## src/hdl/roct_pkg.sv

```systemverilog
// roct_pkg: shared types and constants for the range odd count tree.
// Holds field widths, command codes and the request descriptor passed
// from the front classifier to the tree engine. No dependencies.
`timescale 1ns / 1ps

package roct_pkg;

   localparam int POS_W = 11;
   localparam int CNT_W = 11;
   localparam int VAL_W = 32;
   localparam int CMD_W = 2;

   localparam logic [CMD_W-1:0] CMD_UPDATE = 2'd0;
   localparam logic [CMD_W-1:0] CMD_EVEN   = 2'd1;
   localparam logic [CMD_W-1:0] CMD_ODD    = 2'd2;
   localparam logic [CMD_W-1:0] CMD_RSVD   = 2'd3;

   typedef enum logic [1:0] {
      OP_UPDATE,
      OP_QUERY,
      OP_ZERO
   } op_kind_type;

   typedef struct packed {
      op_kind_type      kind;
      logic             odd;
      logic [POS_W-1:0] first;
      logic [POS_W-1:0] last;
      logic [POS_W-1:0] span;
      logic             bit_val;
   } op_type;

endpackage

```

## src/hdl/roct_front.sv

```systemverilog
// roct_front: size register and request classifier; uses roct_pkg.
// Drops reserved commands and bad updates; the rest become ops.
`timescale 1ns / 1ps

module roct_front #(
   parameter int MAX_SIZE = 1024
) (
   input  logic                          clock,
   input  logic                          reset,
   input  logic                          csr_valid,
   output logic                          csr_ready,
   input  logic [roct_pkg::POS_W-1:0]    csr_active_size,
   input  logic                          req_push,
   input  logic [roct_pkg::CMD_W-1:0]    req_cmd,
   input  logic [roct_pkg::POS_W-1:0]    req_first_pos,
   input  logic [roct_pkg::POS_W-1:0]    req_last_pos,
   input  logic [roct_pkg::VAL_W-1:0]    req_new_value,
   input  logic                          op_full,
   output logic                          req_full,
   output logic                          op_push,
   output roct_pkg::op_type              op_data
);

   localparam logic [roct_pkg::POS_W-1:0] MAX_POS = roct_pkg::POS_W'(MAX_SIZE);

   logic [roct_pkg::POS_W-1:0] size_ff;
   logic [roct_pkg::POS_W-1:0] span;
   logic                       upd_ok, qry_bad, valid_cmd;

   assign csr_ready = 1'b1;
   assign req_full  = op_full;

   always_comb begin
      if (size_ff == '0) begin
         span = roct_pkg::POS_W'(1);
      end else if (32'(size_ff) > MAX_SIZE) begin
         span = MAX_POS;
      end else begin
         span = size_ff;
      end
      upd_ok  = (req_first_pos != '0) && (req_first_pos <= span);
      qry_bad = (req_first_pos == '0) || (req_last_pos > span) ||
                (req_first_pos > req_last_pos);
      op_data.odd     = (req_cmd == roct_pkg::CMD_ODD);
      op_data.first   = req_first_pos;
      op_data.last    = req_last_pos;
      op_data.span    = span;
      op_data.bit_val = req_new_value[0];
      valid_cmd       = 1'b1;
      case (req_cmd)
         roct_pkg::CMD_UPDATE: begin
            op_data.kind = roct_pkg::OP_UPDATE;
            valid_cmd    = upd_ok;
         end
         roct_pkg::CMD_EVEN, roct_pkg::CMD_ODD: begin
            op_data.kind = qry_bad ? roct_pkg::OP_ZERO : roct_pkg::OP_QUERY;
         end
         default: begin
            op_data.kind = roct_pkg::OP_ZERO;
            valid_cmd    = 1'b0;
         end
      endcase
      op_push = req_push && !op_full && valid_cmd;
   end

   always_ff @(posedge clock) begin
      if (reset) begin
         size_ff <= MAX_POS;
      end else if (csr_valid) begin
         size_ff <= csr_active_size;
      end
   end

endmodule

```

## config.mk

```make
export PLATFORM = sky130hd
export DESIGN_NAME = roct_front
export DESIGN_NICKNAME = d
export VERILOG_FILES = /design/src/hdl/roct_pkg.sv /design/src/hdl/roct_front.sv
export SDC_FILE = /design/constraint.sdc
export NUM_CORES = 1
export LEC_CHECK = 0
export ABC_AREA = 1
export BUFFER_PORTS_ARGS = -buffer_cell sky130_fd_sc_hd__buf_2
export CORE_MARGIN = 3
export CORE_UTILIZATION = 46
export CTS_CLUSTER_DIAMETER = 200
export DETAILED_ROUTE_END_ITERATION = 10
export PLACE_DENSITY = 0.87
export SYNTH_ARGS = -nofsm -noshare
export SYNTH_HDL_FRONTEND = slang
export SYNTH_SLANG_ARGS = --single-unit
```

## constraint.sdc

```tcl
create_clock -name clock -period 3.07 [get_ports clock]
set_input_delay 0.1535 -clock clock [delete_from_list [all_inputs] [get_ports clock]]
set_output_delay 0.1535 -clock clock [all_outputs]
set_load 0.005 [all_outputs]
```

# [After elaboration in Yosys (flattened, before gate mapping)]
# Index checks and enable logic that the tools add are counted.
[totals] ff_bits=11 inputBits=72
[op_classes] n_lt_le_gt_ge=4 eq_ne=2 mux=5 reduce_logical=11
[op_table] op="> comparator 11 bit" n=2
[op_table] op="zero test 11 bit" n=2
[op_table] op="two-way mux 11 bit" n=2
[op_table] op="> comparator 11 bit, second input constant" n=1
[op_table] op="<= comparator 11 bit" n=1
[op_table] op="nonzero test 11 bit" n=1
[op_table] op="one-hot mux 2 bit (2 select lines)" n=1
[op_table] op="logical AND 1 bit" n=3
[op_table] op="equality test 2 x 1 -> 1 bit, second input constant" n=1
[op_table] op="equality test 2 bit, second input constant" n=1
[op_table] op="zero test 2 bit" n=1
[op_table] op="logical OR 1 bit" n=2
[op_table] op="two-way mux 2 bit" n=1
[op_table] op="one-hot mux 1 bit (2 select lines)" n=1
[op_table] op="OR reduction 2 bit" n=1
[op_table] op="zero test 1 bit" n=1

# [Logic depth before layout (Yosys ltp)]
# Gate-level depths: netlist of run 1.
[depth] ltp_word=8 ltp_mapped=19 mapped_depth_nobuf=19

# [Worst setup path before layout of run 1]
# No wires, ideal clock.
[synth_timing] path_type="flip-flop to output port" startpoint="reg size_ff[7] (netlist name)" endpoint="out op_data[36] (netlist name)" arrival_ps=1831 path_slack_ps=1085 path_stages_with_launch=20 cell_sequence="dfxtp_1 -> inv_2 -> nand2_1 -> nor3_2 -> nand3_1 -> nor2_2 -> nor2_4 -> nor2_2 -> inv_1 -> ha_1 -> nand2_1 -> inv_1 -> nand2_1 -> nor2_1 -> nand2_1 -> nand3_1 -> nand2_1 -> nand3_1 -> nand2_1 -> inv_1"
[synth_lines] element="start: declaration" line="roct_front.sv:26" source="logic [roct_pkg::POS_W-1:0] size_ff;"
[synth_lines] element="start signal: assignment" line="roct_front.sv:70" source="size_ff <= csr_active_size;"
[synth_lines] element="end: declaration" line="roct_front.sv:21" source="output roct_pkg::op_type op_data"

==> results.toml, run 1 <==
[outcome]
status = "completed"

[route]
totalWireLength_mm = 3.619
viasPerCell = 4.604
drc = 0
wl_per_cell_um = 9.808
drt_first_iter_violations = 43
vias = 1699
ant_nets = 0
dr.pass1.iters = 4

[worst_setup_path]
startpoint_type = "flop"
cp_max_fo = 9
worstSetupPathType = "reg -> out"
cp_slowest_stage_delay_ns = 0.30
crit_arrival_ns = 2.39
critical_path.most_common_cell = "nand2_1"
required_ns = 2.92
cp-end-kind = "output pin"
critical_path.cell_chain = "inv_2 > nand2_1 > nor3_2 > nand3_1 > nor2_2 > nor2_4 > nor2_2 > inv_1 > ha_1 > a21oi_1 > nand2_1 > nand2_1 > nand3_1 > nand2_1 > nand3_1 > nand2_1 > inv_1 > buf_2"
worst-path-buf-inv = 4
critPathSlowestCell = "dfxtp_1"
crit_family = "simple AND/OR/NAND/NOR gates"

[sta]
clock_skew_ns = 0
fin_ws_ns = 0.5265
rsz0062_at_grt = "no"
min_period_over_period_pct = 82.85
max_freq_mhz = 393.2
setup_violations = 0
hold_violations = 0
tns_ns = 0
period_needed_ns = 2.543
slew_viol_final = 0

[logic_synthesis]
async_flop_share_pct = 0
ys_seq_area_share_pct = 12.87
post-synth-top-area-cell = "ha_1"
ys.warnings.count = 0
synthTopCellsByCount = "inv_1 (58), nand2_1 (58), ha_1 (36)"
synth_top_area_share_pct = 26.34
synth_edf_count = 0
synthesis.area_mm2 = 0.001710
synth.area.top_cells = "ha_1 (26%), dfxtp_1 (13%), inv_1 (13%)"
synthCells = 270
synth.distinct_cells = 20
synth-main-ff-cell = "dfxtp_1"
synthesis.nets = 378
ys_ff_latch = 11
avgSynthCellArea_um2 = 6.335

[placed_design]
place_area_mm2 = 0.001954
pre_cts_slack_ns = 0.7310
hpwl_mm = 3.287
routabilityCongestion = 0.8361
dp_cells = 365
port_buffers = 77

[die]
die_y_um = 66.98
rows = 21
core-area_mm2 = 0.003468
io_pins = 112
start_util_pct = 49.31
dieArea_mm2 = 0.004486
die_w_um = 66.98

[clock_tree]
insertion_delay_ns = 0.23
cts_root_buffer = "clkbuf_8"
clk_path_buf_depth = 2
cts_setup_buffers = 0
hold_buffers = 0
h-tree-depth = 1
cts_sinks = 11
cts_inserted_buffers = 3
cts_resized = 0
cts_tree = "done"
cts.clk_slew.worst_paths_ns = 0.05

[power]
power.leakage_nw = 1.224
peakVddDrop_v = 0.0002093
pwr_density_cell_mw_per_mm2 = 262.0

[global_route]
grt_max_degree = 21
grt_pass1_vias = 1490
track_usage_pct = 16.36
grt_first_pass_wirelength_mm = 5.858
antenna_found_initial = 0
grt-ovfl-total = 0

[layout]
layout-drive-gt1-share_pct = 29.10
final-seq-area_um2 = 220.2
multiInputGateArea_mm2 = 0.001062
biggestRegsByFlops = "size_ff: 11 flops"
fin_cells = 369
largest-register = "size_ff"
area_growth_pct = 16.90
fin_nets = 432
largest_reg_flops = 11
fillers = 374
diodes = 0
final_util_pct = 57.65
final_area_mm2 = 0.001999

[job]
cap_violations = 0

[hold_path]
min_path_type = "in -> reg"
==> logic make-up after synthesis <==
kind of cell	after synthesis	synth area share, %
compound gates	36	10.68
fa+ha+maj	36	26.33
buf+inv	89	25.02
flops	11	12.87
other cells	1	0.2192
simple gates	97	24.87
==> cell type report <==
cell class                 instances  area share, %
multi-input combinational        170          53.13
clock buffer                       4          2.253
inverter                          61          11.45
sequential                        11          11.01
timing repair buffer              77          19.27
tap                               46          2.879
==> power by group <==
| part | leakage [nW] | switching [mW] | internal, mW |
|---|---|---|---|
| clock | 0.0228 | 0.0513 | 0.0909 |
| combinational | 1.11 | 0.128 | 0.0968 |
| sequential | 0.0916 | 0.00401 | 0.153 |
| total | 1.22 | 0.183 | 0.341 |
==> routing by layer <==
metal	part of all wire, %	track usage (%)
met4	1.2	5.316
met2	46	29.08
met5	0	0
met3	6.3	0.8432
met1	46	20.82
==> tightest hold or removal path, cell delays in order <==
cell,delay [ns]
buf_2,0.09
a21oi_1,0.04
o21ai_0,0.05
==> path summary, 6_finish.rpt <==
path / start / to / slack, ns / depth (start not counted)
worst max-delay path: size_ff[6] / op_data[36] / 0.53 / 18
worst min-delay path: reset / size_ff[10] / 0.13 / 3
worst max register to register: size_ff[10] / size_ff[10] / 2.35 / 2
worst min register to register: size_ff[7] / size_ff[7] / 0.47 / 2
==> layout by cell type (no fill, tap or decap) <==
cell / Yosys / final
and2_1: 1 / 1
nor2_2: 9 / 9
nand4_1: 4 / 4
nor3b_1: 1 / 1
nor3_1: 1 / 1
inv_2: 3 / 3
ha_1: 36 / 36
nor3_2: 1 / 1
o21ai_0: 13 / 13
inv_1: 58 / 58
nor2_1: 15 / 15
clkbuf_8: 0 / 3
conb_1: 1 / 1
nand3_1: 6 / 6
clkbuf_1: 3 / 1
buf_2: 0 / 77
dfxtp_1: 11 / 11
a21oi_1: 22 / 22
nor2_4: 1 / 1
nand2_1: 58 / 58
a21o_1: 1 / 1
==> through the flow <==
step | total power [mW] | hold slack (ns)
2_1_floorplan | 0.3205 | 0.2532
4_1_cts | 0.5322 | 0.1226
3_3_place_gp | 0.3776 | 0.3070
6_report | 0.5239 | 0.1266
5_1_grt | 0.5748 | 0.1689
3_5_place_dp | 0.3870 | 0.3070
Note: power is estimated with default switching activity, not from simulation.
==> inputs of run 2 (changes only) <==
--- a/config.mk
+++ b/config.mk
@@ -8,10 +8,10 @@
 export ABC_AREA = 1
 export BUFFER_PORTS_ARGS = -buffer_cell sky130_fd_sc_hd__buf_2
 export CORE_MARGIN = 3
-export CORE_UTILIZATION = 46
+export CORE_UTILIZATION = 43
 export CTS_CLUSTER_DIAMETER = 200
 export DETAILED_ROUTE_END_ITERATION = 10
-export PLACE_DENSITY = 0.87
+export PLACE_DENSITY = 0.82
 export SYNTH_ARGS = -nofsm -noshare
 export SYNTH_HDL_FRONTEND = slang
 export SYNTH_SLANG_ARGS = --single-unit
==> constraint.sdc (replaced) <==
create_clock -name clock -period 2.5 [get_ports clock]
set_input_delay 0.125 -clock clock [delete_from_list [all_inputs] [get_ports clock]]
set_output_delay 0.125 -clock clock [all_outputs]
set_load 0.005 [all_outputs]
==> run 2 against run 1 <==
The flow now finishes with violations (negative setup slack). Clock-buffer cell count stayed put. Utilization increased by 1.4 points. Hold slack lost 0.035 ns. Register-to-register slack got worse by 0.62 ns. Sequential share of layout area decreased by 1.0 points. Clock skew is the same. Global-route usage up 1.6 points. Worst setup slack worse by 0.56 ns. Combinational power up 45%. Wire length is 17% higher. Final cell count is 4.9% higher. Critical path type unchanged. Largest power group unchanged.
==> results.toml, run 2 (synthesis results as in run 1) <==
[worst_setup_path]
crit_arrival_ns = 2.40
critPathSlowestCell = "dfxtp_1"
cp_max_fo = 5
startpoint_type = "flop"
worst-path-buf-inv = 4
required_ns = 2.38
critical_path.most_common_cell = "nand2_1"
cp_slowest_stage_delay_ns = 0.30
worstSetupPathType = "reg -> out"
cp-end-kind = "output pin"
critical_path.cell_chain = "inv_2 > nand2_1 > nor3_2 > nand3_2 > nor2_4 > nor2_4 > nor2_4 > inv_2 > ha_1 > a21oi_1 > nand2_1 > nand2_1 > nand3_1 > nand2_2 > nand3_2 > nand2_1 > inv_1 > buf_2"
crit_family = "simple AND/OR/NAND/NOR gates"

[placed_design]
dp_cells = 367
port_buffers = 77
routabilityCongestion = 0.8543
hpwl_mm = 3.324

[global_route]
grt_first_pass_wirelength_mm = 7.258
track_usage_pct = 17.91
grt.busiest_layer = "met2"
grt_pass1_vias = 1801
antenna_found_initial = 0
grt_max_degree = 21
met2_usage_pct = 33.05
grt-ovfl-total = 0
use_met1_pct = 19.54
grtUsageMet3_pct = 1.749

[hold_path]
min_path_type = "in -> reg"

[route]
wl_per_cell_um = 10.94
drt_first_iter_violations = 53
totalWireLength_mm = 4.232
vias = 1833
viasPerCell = 4.736
ant_nets = 0
drc = 0
dr.pass1.iters = 4

[die]
core-area_mm2 = 0.003744
rows = 22
die_y_um = 69.07
start_util_pct = 45.69
io_pins = 112
die_w_um = 69.07
dieArea_mm2 = 0.004771

[layout]
final_cell_mix = "buf_2 (77), nand2_1 (56), inv_1 (53), ha_1 (33), a21oi_1 (19)"
fin_nets = 448
layout-drive-gt1-share_pct = 36.87
fin_cells = 387
biggestRegsByFlops = "size_ff: 11 flops"
final_common_cell = "buf_2"
largest-register = "size_ff"
largest_reg_flops = 11
area_growth_pct = 29.19
fillers = 359
diodes = 0

[power]
p_total_mw = 0.6944
power.leakage_nw = 1.312
peakVddDrop_v = 0.0003053
pwr_density_cell_mw_per_mm2 = 314.3

[sta]
min_period_over_period_pct = 101.2
slew_viol_final = 0
period_needed_ns = 2.530
rsz0062_at_grt = "yes"
hold_violations = 0
hold_slack_ns = 0.09136
fin_ws_ns = -0.02950
tns_ns = -0.04991
clock_skew_ns = 0
max_freq_mhz = 395.3
setup_violations = 2

[clock_tree]
clk_path_buf_depth = 2
insertion_delay_ns = 0.24
cts.clk_slew.worst_paths_ns = 0.05
h-tree-depth = 1
hold_buffers = 0
cts_root_buffer = "clkbuf_8"
cts_tree = "done"
cts_inserted_buffers = 3
cts_sinks = 11

[outcome]
violations = "negative setup slack"
status = "complete, but fails checks"

[job]
cap_violations = 0
run 2: changes by cell type in the layout (fill, tap and decap cells not counted), sizes merged:
cell  before  now
nor2      25   26
buf       77   92
run 2: report_power, final:
| part | switching [mW] | leakage (nW) | internal, mW | total (mW) |
|---|---|---|---|---|
| Combinational | 0.183 | 1.20 | 0.143 | 0.325 |
| Clock | 0.0639 | 0.0228 | 0.112 | 0.176 |
| Sequential | 0.00508 | 0.0916 | 0.188 | 0.193 |
run 2: metrics by stage:
stage,utilization [%],setup WS [ns],area [µm²]
after floorplan,-,0.5439,1710
after global placement,52.27,0.2434,1957
after detailed placement,52.27,0.1990,1957
after CTS,58.02,0.009785,2172
after global routing,59.02,-0.2364,2210
final,59.02,-0.02950,2210
run 2: layout make-up:
type	count	area (µm²)	area share [%]
inverter	61	229.0	10.36
clock buffer	4	45.04	2.039
timing repair buffer	92	498.0	22.54
multi-input combinational	171	1157	52.38
tap	48	60.06	2.718
sequential	11	220.2	9.966
run 2: final timing paths:
path               startpoint          end  slack (ns)  depth (start not counted)
setup / recovery   size_ff[7]  op_data[36]       -0.03                         18
hold / removal          reset  size_ff[10]        0.09                          3
setup reg to reg  size_ff[10]  size_ff[10]        1.73                          2
hold reg to reg    size_ff[0]   size_ff[0]        0.49                          2
run 2: worst register-to-register path: cells and delay by family (launching register included):
family	cells	cell delay [ns]
flops	1	0.31
buf+inv	1	0.23
compound gates	1	0.11
run 2: layer usage:
| layer | share of wire, % | vias to the layer above | wire [µm] |
|---|---|---|---|
| li1 | - | 951 | - |
| met1 | 41 | 803 | 1724 |
| met2 | 50 | 64 | 2127 |
| met3 | 5.8 | 15 | 244 |
| met4 | 3.2 | 0 | 135 |
| met5 | 0 | - | 0 |
run 2: repair_timing:
action                                  in CTS  in global routing
resized for setup                           10                 10
endpoints found under the setup margin       3                  3
gates cloned                                 1                  0
pin swaps                                    1                  5
buffers inserted                            14                  1
