<file path="src/hdl/roct_fifo.sv">
// roct_fifo: small register queue with push/pop and full/empty flags.
// Generic payload width; no package dependencies.
`timescale 1ns / 1ps

module roct_fifo #(
   parameter int WIDTH = 8,
   parameter int DEPTH = 2
) (
   input  logic             clock,
   input  logic             reset,
   input  logic             push,
   input  logic [WIDTH-1:0] push_data,
   output logic             full,
   input  logic             pop,
   output logic [WIDTH-1:0] pop_data,
   output logic             empty
);

   localparam int AW = (DEPTH > 1) ? $clog2(DEPTH) : 1;
   localparam logic [AW:0] DEPTH_CNT = (AW + 1)'(DEPTH);
   localparam logic [AW-1:0] LAST_SLOT = AW'(DEPTH - 1);

   logic [WIDTH-1:0] slot_ff [DEPTH];
   logic [AW-1:0]    wr_ptr_ff, wr_ptr_in;
   logic [AW-1:0]    rd_ptr_ff, rd_ptr_in;
   logic [AW:0]      cnt_ff, cnt_in;
   logic             do_push, do_pop;

   assign full     = (cnt_ff == DEPTH_CNT);
   assign empty    = (cnt_ff == '0);
   assign do_push  = push && !full;
   assign do_pop   = pop && !empty;
   assign pop_data = slot_ff[rd_ptr_ff];

   always_comb begin
      wr_ptr_in = wr_ptr_ff;
      rd_ptr_in = rd_ptr_ff;
      cnt_in    = cnt_ff;
      if (do_push) begin
         wr_ptr_in = (wr_ptr_ff == LAST_SLOT) ? '0 : wr_ptr_ff + 1'b1;
      end
      if (do_pop) begin
         rd_ptr_in = (rd_ptr_ff == LAST_SLOT) ? '0 : rd_ptr_ff + 1'b1;
      end
      if (do_push && !do_pop) begin
         cnt_in = cnt_ff + 1'b1;
      end else if (do_pop && !do_push) begin
         cnt_in = cnt_ff - 1'b1;
      end
   end

   always_ff @(posedge clock) begin
      if (reset) begin
         wr_ptr_ff <= '0;
         rd_ptr_ff <= '0;
         cnt_ff    <= '0;
      end else begin
         wr_ptr_ff <= wr_ptr_in;
         rd_ptr_ff <= rd_ptr_in;
         cnt_ff    <= cnt_in;
      end
      if (do_push) begin
         slot_ff[wr_ptr_ff] <= push_data;
      end
   end

endmodule

</file>
<file path="config.mk">
export PLATFORM = sky130hd
export DESIGN_NAME = roct_fifo
export DESIGN_NICKNAME = d
export VERILOG_FILES = /design/src/hdl/roct_fifo.sv
export SDC_FILE = /design/constraint.sdc
export NUM_CORES = 1
export LEC_CHECK = 0
export CAP_MARGIN = 25
export CELL_PAD_IN_SITES_DETAIL_PLACEMENT = 1
export CELL_PAD_IN_SITES_GLOBAL_PLACEMENT = 1
export CORE_MARGIN = 2
export CORE_UTILIZATION = 47
export DETAILED_ROUTE_END_ITERATION = 16
export DONT_BUFFER_PORTS = 1
export GPL_TIMING_DRIVEN = 0
export PLACE_DENSITY = 0.82
export SLEW_MARGIN = 20
export SYNTH_ARGS = -nofsm -noshare
export SYNTH_HDL_FRONTEND = slang
export SYNTH_SLANG_ARGS = --single-unit
export TNS_END_PERCENT = 5
</file>
<file path="constraint.sdc">
create_clock -name clock -period 1.8 [get_ports clock]
set_input_delay 0.18 -clock clock [delete_from_list [all_inputs] [get_ports clock]]
set_output_delay 0.18 -clock clock [all_outputs]
set_load 0.03 [all_outputs]
</file>
### Word level (Yosys, flattened, before mapping)

Memories as Yosys holds them, arrays and structs flattened. A register that Yosys moved wholly into a read port is not among the register bits.
Index checks and enable logic that the tools add are counted.

| operators by class | value |
|---|---|
| add/subtract/negate cells | 4 |
| equal/unequal tests | 1 |
| muxes and demuxes | 8 |
| reduce and logical (&&, ||, !) cells | 10 |

Operators by type and width:

| cell | count |
|---|---|
| 1-bit 2-to-1 mux | 6 |
| 1-bit logical AND | 4 |
| 1-bit logical NOT | 4 |
| 2-bit 2-to-1 mux | 2 |
| 1-bit adder, second input constant | 2 |
| 2-bit by 1-bit adder with 2-bit output, second input constant | 1 |
| 2-bit equality test, second input constant | 1 |
| 2-bit logical NOT | 1 |
| 2-bit nonzero test | 1 |
| 2-bit by 1-bit subtractor with 2-bit output, second input constant | 1 |

| word-level totals | value |
|---|---|
| bits in registers | 4 |
| memory bits (writable) | 16 |
| input bits | 12 |
| output and inout port bits | 10 |
| logic and storage cells | 27 |
| memories | 1 |

Memory list:

| name | words | bits a word | read ports | clocked after Yosys merged registers in | write ports | line | text |
|---|---|---|---|---|---|---|---|
| slot_ff | 2 | 8 | 1 | 1 | 1 | 23 | `logic [WIDTH-1:0] slot_ff [DEPTH];` |

### Logic depth before layout (Yosys ltp)

Gate-level depths: netlist of the first run.

| logic depth | value |
|---|---|
| depth in word-level cells | 7 |
| gate-level depth with buffers | 6 |
| depth with buffers taken out | 6 |

### Worst setup path after synthesis of the first run

OpenSTA, ideal clock, no wires.

| timing path | value |
|---|---|
| path kind | register to register |
| start point | register cnt_ff[1] |
| end point | register cnt_ff[1] |
| arrival time | 1602 ps |
| slack | 128 ps |
| cell stages (with the launch flop) | 6 |
| clock period less this slack | 1672 ps |
| cell sequence | dfxtp_1 > nor2b_2 > nor2_1 > ha_1 > or3_1 > a21oi_1 |

| on the way | value |
|---|---|
| cells in the longest elaborated chain, start to end | 6 |

RTL lines:

| element | line | text |
|---|---|---|
| start: declaration | 26 | `logic [AW:0] cnt_ff, cnt_in;` |
| start signal: assignment | 60 | `cnt_ff <= cnt_in;` |
| 2-bit equality test * | 29 | `assign full = (cnt_ff == DEPTH_CNT);` |
| via full | 13 | `output logic full,` |
| 1-bit logical NOT * | 31 | `assign do_push = push && !full;` |
| 1-bit logical AND * | 31 |  |
| 1-bit logical NOT | 47 | `end else if (do_pop && !do_push) begin` |
| 1-bit logical AND | 47 |  |
| 2-bit nonzero test (no source line) | n/a |  |

The timed path passes the listed nets; every way through them passes the cells marked *. The select of a mux whose other input is x is not followed.
A chain may end at the register's enable or synchronous reset.

### Worst setup path in the final report of the first run

| timing path | value |
|---|---|
| start point | register cnt_ff[0] |
| end point | register cnt_ff[1] |

The elaborated chain is that of the path after synthesis.

==> results of run 1 <==
synthesized netlist by cell type (all sizes together):
master  instances
dfxtp           5
nor2b           1
mux2            8
and2            1
nor2            5
o21ai           3
xor2            3
a21oi           2
ha              1
inv             2
edfxtp         16
buf             1
or3             2
placed cells by master, fill, tap and decap left out:
| cell | instances |
|---|---|
| sky130_fd_sc_hd__inv_1 | 2 |
| sky130_fd_sc_hd__clkbuf_1 | 1 |
| sky130_fd_sc_hd__or3_1 | 2 |
| sky130_fd_sc_hd__dfxtp_1 | 4 |
| sky130_fd_sc_hd__and2_1 | 1 |
| sky130_fd_sc_hd__nor2_1 | 5 |
| sky130_fd_sc_hd__mux2_2 | 8 |
| sky130_fd_sc_hd__nor2b_4 | 1 |
| sky130_fd_sc_hd__a21oi_1 | 2 |
| sky130_fd_sc_hd__clkbuf_4 | 3 |
| sky130_fd_sc_hd__edfxtp_1 | 16 |
| sky130_fd_sc_hd__dlygate4sd3_1 | 9 |
| sky130_fd_sc_hd__xor2_1 | 3 |
| sky130_fd_sc_hd__buf_2 | 1 |
| sky130_fd_sc_hd__dfxtp_2 | 1 |
| sky130_fd_sc_hd__o21ai_0 | 3 |
| sky130_fd_sc_hd__ha_1 | 1 |
area by class of cell:
type	instances	area (um^2)	area share
Tap cell	16	20.0	0.0214
Sequential cell	21	582	0.622
Multi-Input combinational cell	26	205	0.219
Inverter	2	7.51	0.00802
Clock buffer	4	26.3	0.0281
Buffer	1	5.00	0.00535
Timing Repair Buffer	9	90.1	0.0963
flip-flops by register name (all words and copies together), names as in the netlist, named ones only:
register and count:
slot_ff 16, cnt_ff 2, wr_ptr_ff 1, rd_ptr_ff 1
metrics by stage:
step	setup slack [ns]	TNS (ns)	area [um^2]
finish	0.109	0	936
global placement	0.0327	0	813
global route	0.0191	0	936
floorplan	0.128	0	793
detailed placement	-0.0373	-0.0373	813
CTS	0.0783	0	935
power breakdown:
group | internal (uW) | total [uW] | switching (uW)
Clock | 86.3 | 217 | 131
Sequential | 621 | 667 | 46.4
Combinational | 160 | 493 | 332
worst min-delay path, delay by kind of cell:
family	cells	cell delay (ns)
buffers and inverters	1	0.04
AO/OA/AOI/OAI	2	0.22
how the worst min path moves through the flow:
stage,startpoint,end,cells past startpoint
after CTS,push,wr_ptr_ff,3
after global placement,reset,cnt_ff[1],1
after detailed placement,reset,rd_ptr_ff,1
after floorplan,reset,cnt_ff[1],1
after global routing,push,wr_ptr_ff,3
final,push,wr_ptr_ff,3
layer usage:
metal / up-vias / track usage
li1: 206 / -
met5: - / 0
met4: 0 / 0.0529
met1: 206 / 0.167
met3: 2 / 0.0480
met2: 13 / 0.251
cells by family after synthesis:
kind of cell,count (synthesis)
adders and majority gates,1
AOI/OAI and AO/OA,5
buffers and inverters,3
xor gates and xnor gates,3
muxes,8
and+or+nand+nor,9
DFF,21
what timing repair did:
action                     CTS  global route
hold endpoints to repair    21             0
pin swaps                    0             0
resized for setup            1             1
hold buffers                 9             0
setup endpoints to repair    1             1
==> summary.json, run 1 <==
{
  "critical_path.reg2reg.endpoint": {"value": "cnt_ff[1]"},
  "final-hold-violation-count": {"value": 0},
  "yosys_warnings": {"value": 0},
  "post_route_fraction_of_the_period_consumed_by_the_critical_path": {"value": 0.940},
  "post_synth_main_area_contributors": {"value": "sky130_fd_sc_hd__edfxtp_1 61%, sky130_fd_sc_hd__dfxtp_1 13%, sky130_fd_sc_hd__mux2_2 11%, sky130_fd_sc_hd__xor2_1 3.3%, sky130_fd_sc_hd__nor2_1 2.4%"},
  "num-nets-final": {"value": 77},
  "arrival_time_worst_endpoint": {"value": 1.92, "unit": "ns"},
  "run_status": {"value": "completed"},
  "achievable_frequency": {"value": 591, "unit": "MHz"},
  "yosys.area_share.adder": {"value": 0.0158},
  "highest-signal-layer": {"value": "met4"},
  "grt_setup_unrepaired": {"value": "false"},
  "gr_usage_total": {"value": 0.145},
  "initial_utilization": {"value": 0.515},
  "power_per_cell_area": {"value": 1470, "unit": "mW/mm^2"},
  "netlist.top_cell.by_area": {"value": "sky130_fd_sc_hd__edfxtp_1"},
  "largest_family_of_logic_cells_by_synthesized_area": {"value": "multiplexers"},
  "cts_made_buffers": {"value": 3},
  "viasPerCell": {"value": 5.41},
  "final.fill_count": {"value": 140},
  "critical_path_cell_count": {"value": 5},
  "first_global_vias": {"value": 473},
  "synth_top_area_share": {"value": 0.606},
  "path_delay_family": {"value": "simple AND/OR/NAND/NOR gates"},
  "design.die.area": {"value": 0.00203, "unit": "mm^2"},
  "core": {"value": 0.00154, "unit": "mm^2"},
  "synthCells": {"value": 50},
  "synthesis.area": {"value": 793, "unit": "um^2"},
  "critical_path.max_stage_delay": {"value": 0.40, "unit": "ns"},
  "clock_sink_count": {"value": 21},
  "worst_ir_drop_vdd": {"value": 0.786, "unit": "mV"},
  "level_count_of_the_clock_h_tree": {"value": 1},
  "clock_latency": {"value": 0.30, "unit": "ns"},
  "critPathLaunchType": {"value": "flip-flop"},
  "final.hold.worst_slack": {"value": 0.181, "unit": "ns"},
  "syn_to_final_growth": {"value": 18.0, "unit": "%"},
  "routed-wl-met2": {"value": 655, "unit": "um"},
  "power.total": {"value": 1380, "unit": "uW"},
  "yosys.cell_types.count": {"value": 13},
  "tritoncts_clock_tree": {"value": "done"},
  "worstReg2RegStart": {"value": "cnt_ff[0]"},
  "die_width": {"value": 45.1, "unit": "um"},
  "setup_viol": {"value": 0},
  "headroom_to_the_max_slew_limit": {"value": 0.639},
  "final_max_slew_viol_count": {"value": 0},
  "hp-class": {"value": "in2reg"},
  "grt_overflow": {"value": 0},
  "crit_chain": {"value": "nor2b_4 > nor2_1 > ha_1 > or3_1 > a21oi_1"},
  "layout.cells.non_filler": {"value": 79},
  "utilization": {"value": 0.607},
  "routedWlPerCell": {"value": 16.0, "unit": "um"},
  "synth-seq-cells": {"value": 21},
  "worstSetupEndpointType": {"value": "flip-flop"},
  "gp_congestion": {"value": 0.631},
  "layout_cells_sized_above_1": {"value": 0.222},
  "timing.critical_path.from": {"value": "cnt_ff[0]"},
  "critical_path.slowest_cell": {"value": "sky130_fd_sc_hd__dfxtp_1"},
  "yosys.area_share.xor_xnor": {"value": 0.0331},
  "dr_wl_met3": {"value": 65, "unit": "um"},
  "max_slew.worst_pin.slew": {"value": 0.540, "unit": "ns"},
  "worst_case_register_to_register_setup_slack": {"value": 0.11, "unit": "ns"},
  "std_cell_rows": {"value": 14},
  "antenna-diode-count": {"value": 0},
  "fin_worst_skew": {"value": 0.00143, "unit": "ns"},
  "worst-path-buf-inv": {"value": 0},
  "synth_seq_area_share": {"value": 0.732},
  "timing.setup.critical_path_class": {"value": "reg2reg"},
  "drtAntennaViolNets": {"value": 0},
  "vias": {"value": 427},
  "max-cap-violations": {"value": 0},
  "required": {"value": 2.03, "unit": "ns"},
  "post_synthesis_compound_gate_area_fraction": {"value": 0.0315},
  "detailedRoute.firstIterationViolations": {"value": 3},
  "worst_r2r_path_depth": {"value": 5},
  "cp_max_fo": {"value": 5},
  "leak": {"value": 0.000339, "unit": "uW"},
  "route.final.wire_length": {"value": 1260, "unit": "um"},
  "endpoint": {"value": "cnt_ff[1]"},
  "met1_length": {"value": 522, "unit": "um"},
  "clk_buf_depth": {"value": 2},
  "dpl.hpwl": {"value": 843, "unit": "um"},
  "remaining_routing_drc_violations": {"value": 0},
  "synth.mux.area_fraction": {"value": 0.114},
  "grt_pass1_wl": {"value": 2060, "unit": "um"},
  "synth.avg_cell_area": {"value": 15.9, "unit": "um^2"},
  "num_io_pins": {"value": 22},
  "floorplan.die.height": {"value": 45.1, "unit": "um"},
  "synth.net_count": {"value": 63},
  "dp_cells": {"value": 66},
  "clock_pin_slew_on_the_worst_setup_and_hold_paths": {"value": 0.11, "unit": "ns"},
  "post_synth_and_or_nand_nor_area_fraction": {"value": 0.0584},
  "cts.repair_timing.setup_buffer_count": {"value": 0},
  "antenna_violations_before_repair": {"value": 0},
  "clock_tree.root_cell": {"value": "sky130_fd_sc_hd__clkbuf_4"},
  "grt_start_max_net_pins": {"value": 12},
  "buffer_ports.inserted": {"value": 0},
  "dr.pass1.iters": {"value": 3},
  "timing.final.crit_period": {"value": 1.69, "unit": "ns"}
}
Note: power is estimated with default switching activity, not from simulation.
==> run 2: changes to the inputs <==
- CORE_MARGIN: 2 -> not set
==> run 2 against run 1 <==
- register-to-register slack is essentially flat
- final cell count is the same
- utilization grew 0.081 points
- largest power group unchanged
==> summary.json, run 2 (same netlist as run 1, synthesis figures left out) <==
{
  "final.hold.worst_slack": {"value": 0.172, "unit": "ns"},
  "fin_worst_skew": {"value": 0.00233, "unit": "ns"},
  "regs_by_ff_count": {"value": "slot_ff x16, cnt_ff x2"},
  "final_max_slew_viol_count": {"value": 0},
  "clock_pin_slew_on_the_worst_setup_and_hold_paths": {"value": 0.11, "unit": "ns"},
  "syn_to_final_growth": {"value": 18.1, "unit": "%"},
  "remaining_routing_drc_violations": {"value": 0},
  "worstReg2RegStart": {"value": "cnt_ff[0]"},
  "first_global_vias": {"value": 448},
  "level_count_of_the_clock_h_tree": {"value": 1},
  "floorplan.die.height": {"value": 43.1, "unit": "um"},
  "cts.repair_timing.setup_buffer_count": {"value": 0},
  "route.final.wire_length": {"value": 1260, "unit": "um"},
  "arrival_time_worst_endpoint": {"value": 1.91, "unit": "ns"},
  "layout_cells_sized_above_1": {"value": 0.238},
  "cts_made_buffers": {"value": 3},
  "worst_ir_drop_vdd": {"value": 0.671, "unit": "mV"},
  "max_slew.worst_pin.slew": {"value": 0.536, "unit": "ns"},
  "timing.final.crit_period": {"value": 1.69, "unit": "ns"},
  "worstSetupEndpointType": {"value": "flip-flop"},
  "routedWlPerCell": {"value": 16.0, "unit": "um"},
  "max-cap-violations": {"value": 0},
  "min-delay-start": {"value": "push"},
  "antenna-diode-count": {"value": 0},
  "headroom_to_the_max_slew_limit": {"value": 0.641},
  "vias": {"value": 424},
  "worst_hold_path.num_cells": {"value": 3},
  "layout.cells.most_common_list": {"value": "16 x sky130_fd_sc_hd__edfxtp_1, 9 x sky130_fd_sc_hd__dlygate4sd3_1, 8 x sky130_fd_sc_hd__mux2_2, 5 x sky130_fd_sc_hd__nor2_1, 4 x sky130_fd_sc_hd__dfxtp_1"},
  "initial_utilization": {"value": 0.515},
  "final-hold-violation-count": {"value": 0},
  "gp_congestion": {"value": 0.641},
  "power_per_cell_area": {"value": 1460, "unit": "mW/mm^2"},
  "drtAntennaViolNets": {"value": 0},
  "num-nets-final": {"value": 77},
  "hp-class": {"value": "in2reg"},
  "worst_r2r_path_depth": {"value": 5},
  "grt_overflow": {"value": 0},
  "dr.pass1.iters": {"value": 5},
  "registers.top_by_ff_count": {"value": "slot_ff"},
  "achievable_frequency": {"value": 593, "unit": "MHz"},
  "dpl.hpwl": {"value": 854, "unit": "um"},
  "final_common_cell": {"value": "sky130_fd_sc_hd__edfxtp_1"},
  "clock_latency": {"value": 0.29, "unit": "ns"},
  "grt_setup_unrepaired": {"value": "false"},
  "viasPerCell": {"value": 5.37},
  "layout.cells.non_filler": {"value": 79},
  "timing.setup.critical_path_class": {"value": "reg2reg"},
  "critPathLaunchType": {"value": "flip-flop"},
  "detailedRoute.firstIterationViolations": {"value": 2},
  "antenna_violations_before_repair": {"value": 0},
  "die_width": {"value": 43.1, "unit": "um"},
  "clk_buf_depth": {"value": 2},
  "core": {"value": 0.00154, "unit": "mm^2"},
  "clock_tree.root_cell": {"value": "sky130_fd_sc_hd__clkbuf_4"},
  "required": {"value": 2.03, "unit": "ns"},
  "cp_max_fo": {"value": 5},
  "gr_usage_total": {"value": 0.156},
  "worst_case_register_to_register_setup_slack": {"value": 0.11, "unit": "ns"},
  "grt_pass1_wl": {"value": 1950, "unit": "um"},
  "worst_hold_path.endpoint": {"value": "wr_ptr_ff"},
  "buffer_ports.inserted": {"value": 0},
  "std_cell_rows": {"value": 14},
  "leak": {"value": 0.000342, "unit": "uW"},
  "design.die.area": {"value": 0.00186, "unit": "mm^2"},
  "post_route_fraction_of_the_period_consumed_by_the_critical_path": {"value": 0.937},
  "tritoncts_clock_tree": {"value": "done"},
  "clock_sink_count": {"value": 21},
  "flip_flop_count_of_the_largest_register_after_layout": {"value": 16},
  "setup_viol": {"value": 0},
  "grt_start_max_net_pins": {"value": 13},
  "critical_path.reg2reg.endpoint": {"value": "cnt_ff[1]"},
  "dp_cells": {"value": 66},
  "run_status": {"value": "completed"},
  "num_io_pins": {"value": 22}
}
[run 2: changes by cell type in the layout (fill, tap and decap cells not counted), sizes merged]
| cell | delta |
|---|---|
| clkinv | +1 |
| clkbuf | -1 |
[run 2: report_power, final]
part	switching [uW]	total (uW)	internal, uW	leakage (uW)
sequential	44.2	665	621	0.000191
combinational	330	490	161	0.000133
clock	134	216	82.7	0.0000177
[run 2: worst max path at each step]
stage,from,endpoint,slack (ns),cells past startpoint
final,cnt_ff[0],cnt_ff[1],0.11,5
after global routing,cnt_ff[0],cnt_ff[1],0.02,5
after CTS,cnt_ff[1],cnt_ff[1],0.07,5
after detailed placement,cnt_ff[1],cnt_ff[1],-0.04,5
after global placement,cnt_ff[1],cnt_ff[1],0.04,5
after floorplan,cnt_ff[1],cnt_ff[1],0.13,5
[run 2: critical path: stages (launching register included)]
cell and delay (ns):
sky130_fd_sc_hd__dfxtp_1 0.39, sky130_fd_sc_hd__nor2b_4 0.27, sky130_fd_sc_hd__nor2_1 0.09, sky130_fd_sc_hd__ha_1 0.32
sky130_fd_sc_hd__or3_1 0.39, sky130_fd_sc_hd__a21oi_1 0.16
[run 2: timing repair]
| action | 4_1_cts | 5_1_grt |
|---|---|---|
| endpoints found under the hold margin | 21 | 0 |
| hold buffers | 9 | 0 |
| gates resized for setup | 1 | 1 |
| endpoints found under the setup margin | 1 | 1 |
[run 2: stage by stage]
| step | util | setup TNS [ns] | power, uW | cell area, um^2 | worst slack [ns] |
|---|---|---|---|---|---|
| 6_report | 0.608 | 0 | 1370 | 937 | 0.114 |
| 3_3_place_gp | 0.528 | 0 | 1120 | 813 | 0.0370 |
| 4_1_cts | 0.607 | 0 | 1390 | 936 | 0.0742 |
| 3_5_place_dp | 0.528 | -0.0407 | 1140 | 813 | -0.0407 |
| 5_1_grt | 0.608 | 0 | 1460 | 937 | 0.0170 |
| 2_1_floorplan | - | 0 | 1070 | 793 | 0.128 |
[run 2: cell type report]
class	count	area [um^2]
well taps	16	20.0
plain buffers	1	5.00
flip-flops and latches	21	582
clock buffers	3	22.5
fillers	147	604
inverters	2	7.51
repair buffers	9	90.1
clock inverters	1	5.00
multi-input cells	26	205
[run 2: metal layers]
metal,vias up,routed length (um),track usage
li1,207,-,-
met1,206,512,0.162
met2,11,692,0.278
met3,0,55,0.0638
met4,0,0,0.0545
met5,-,0,0
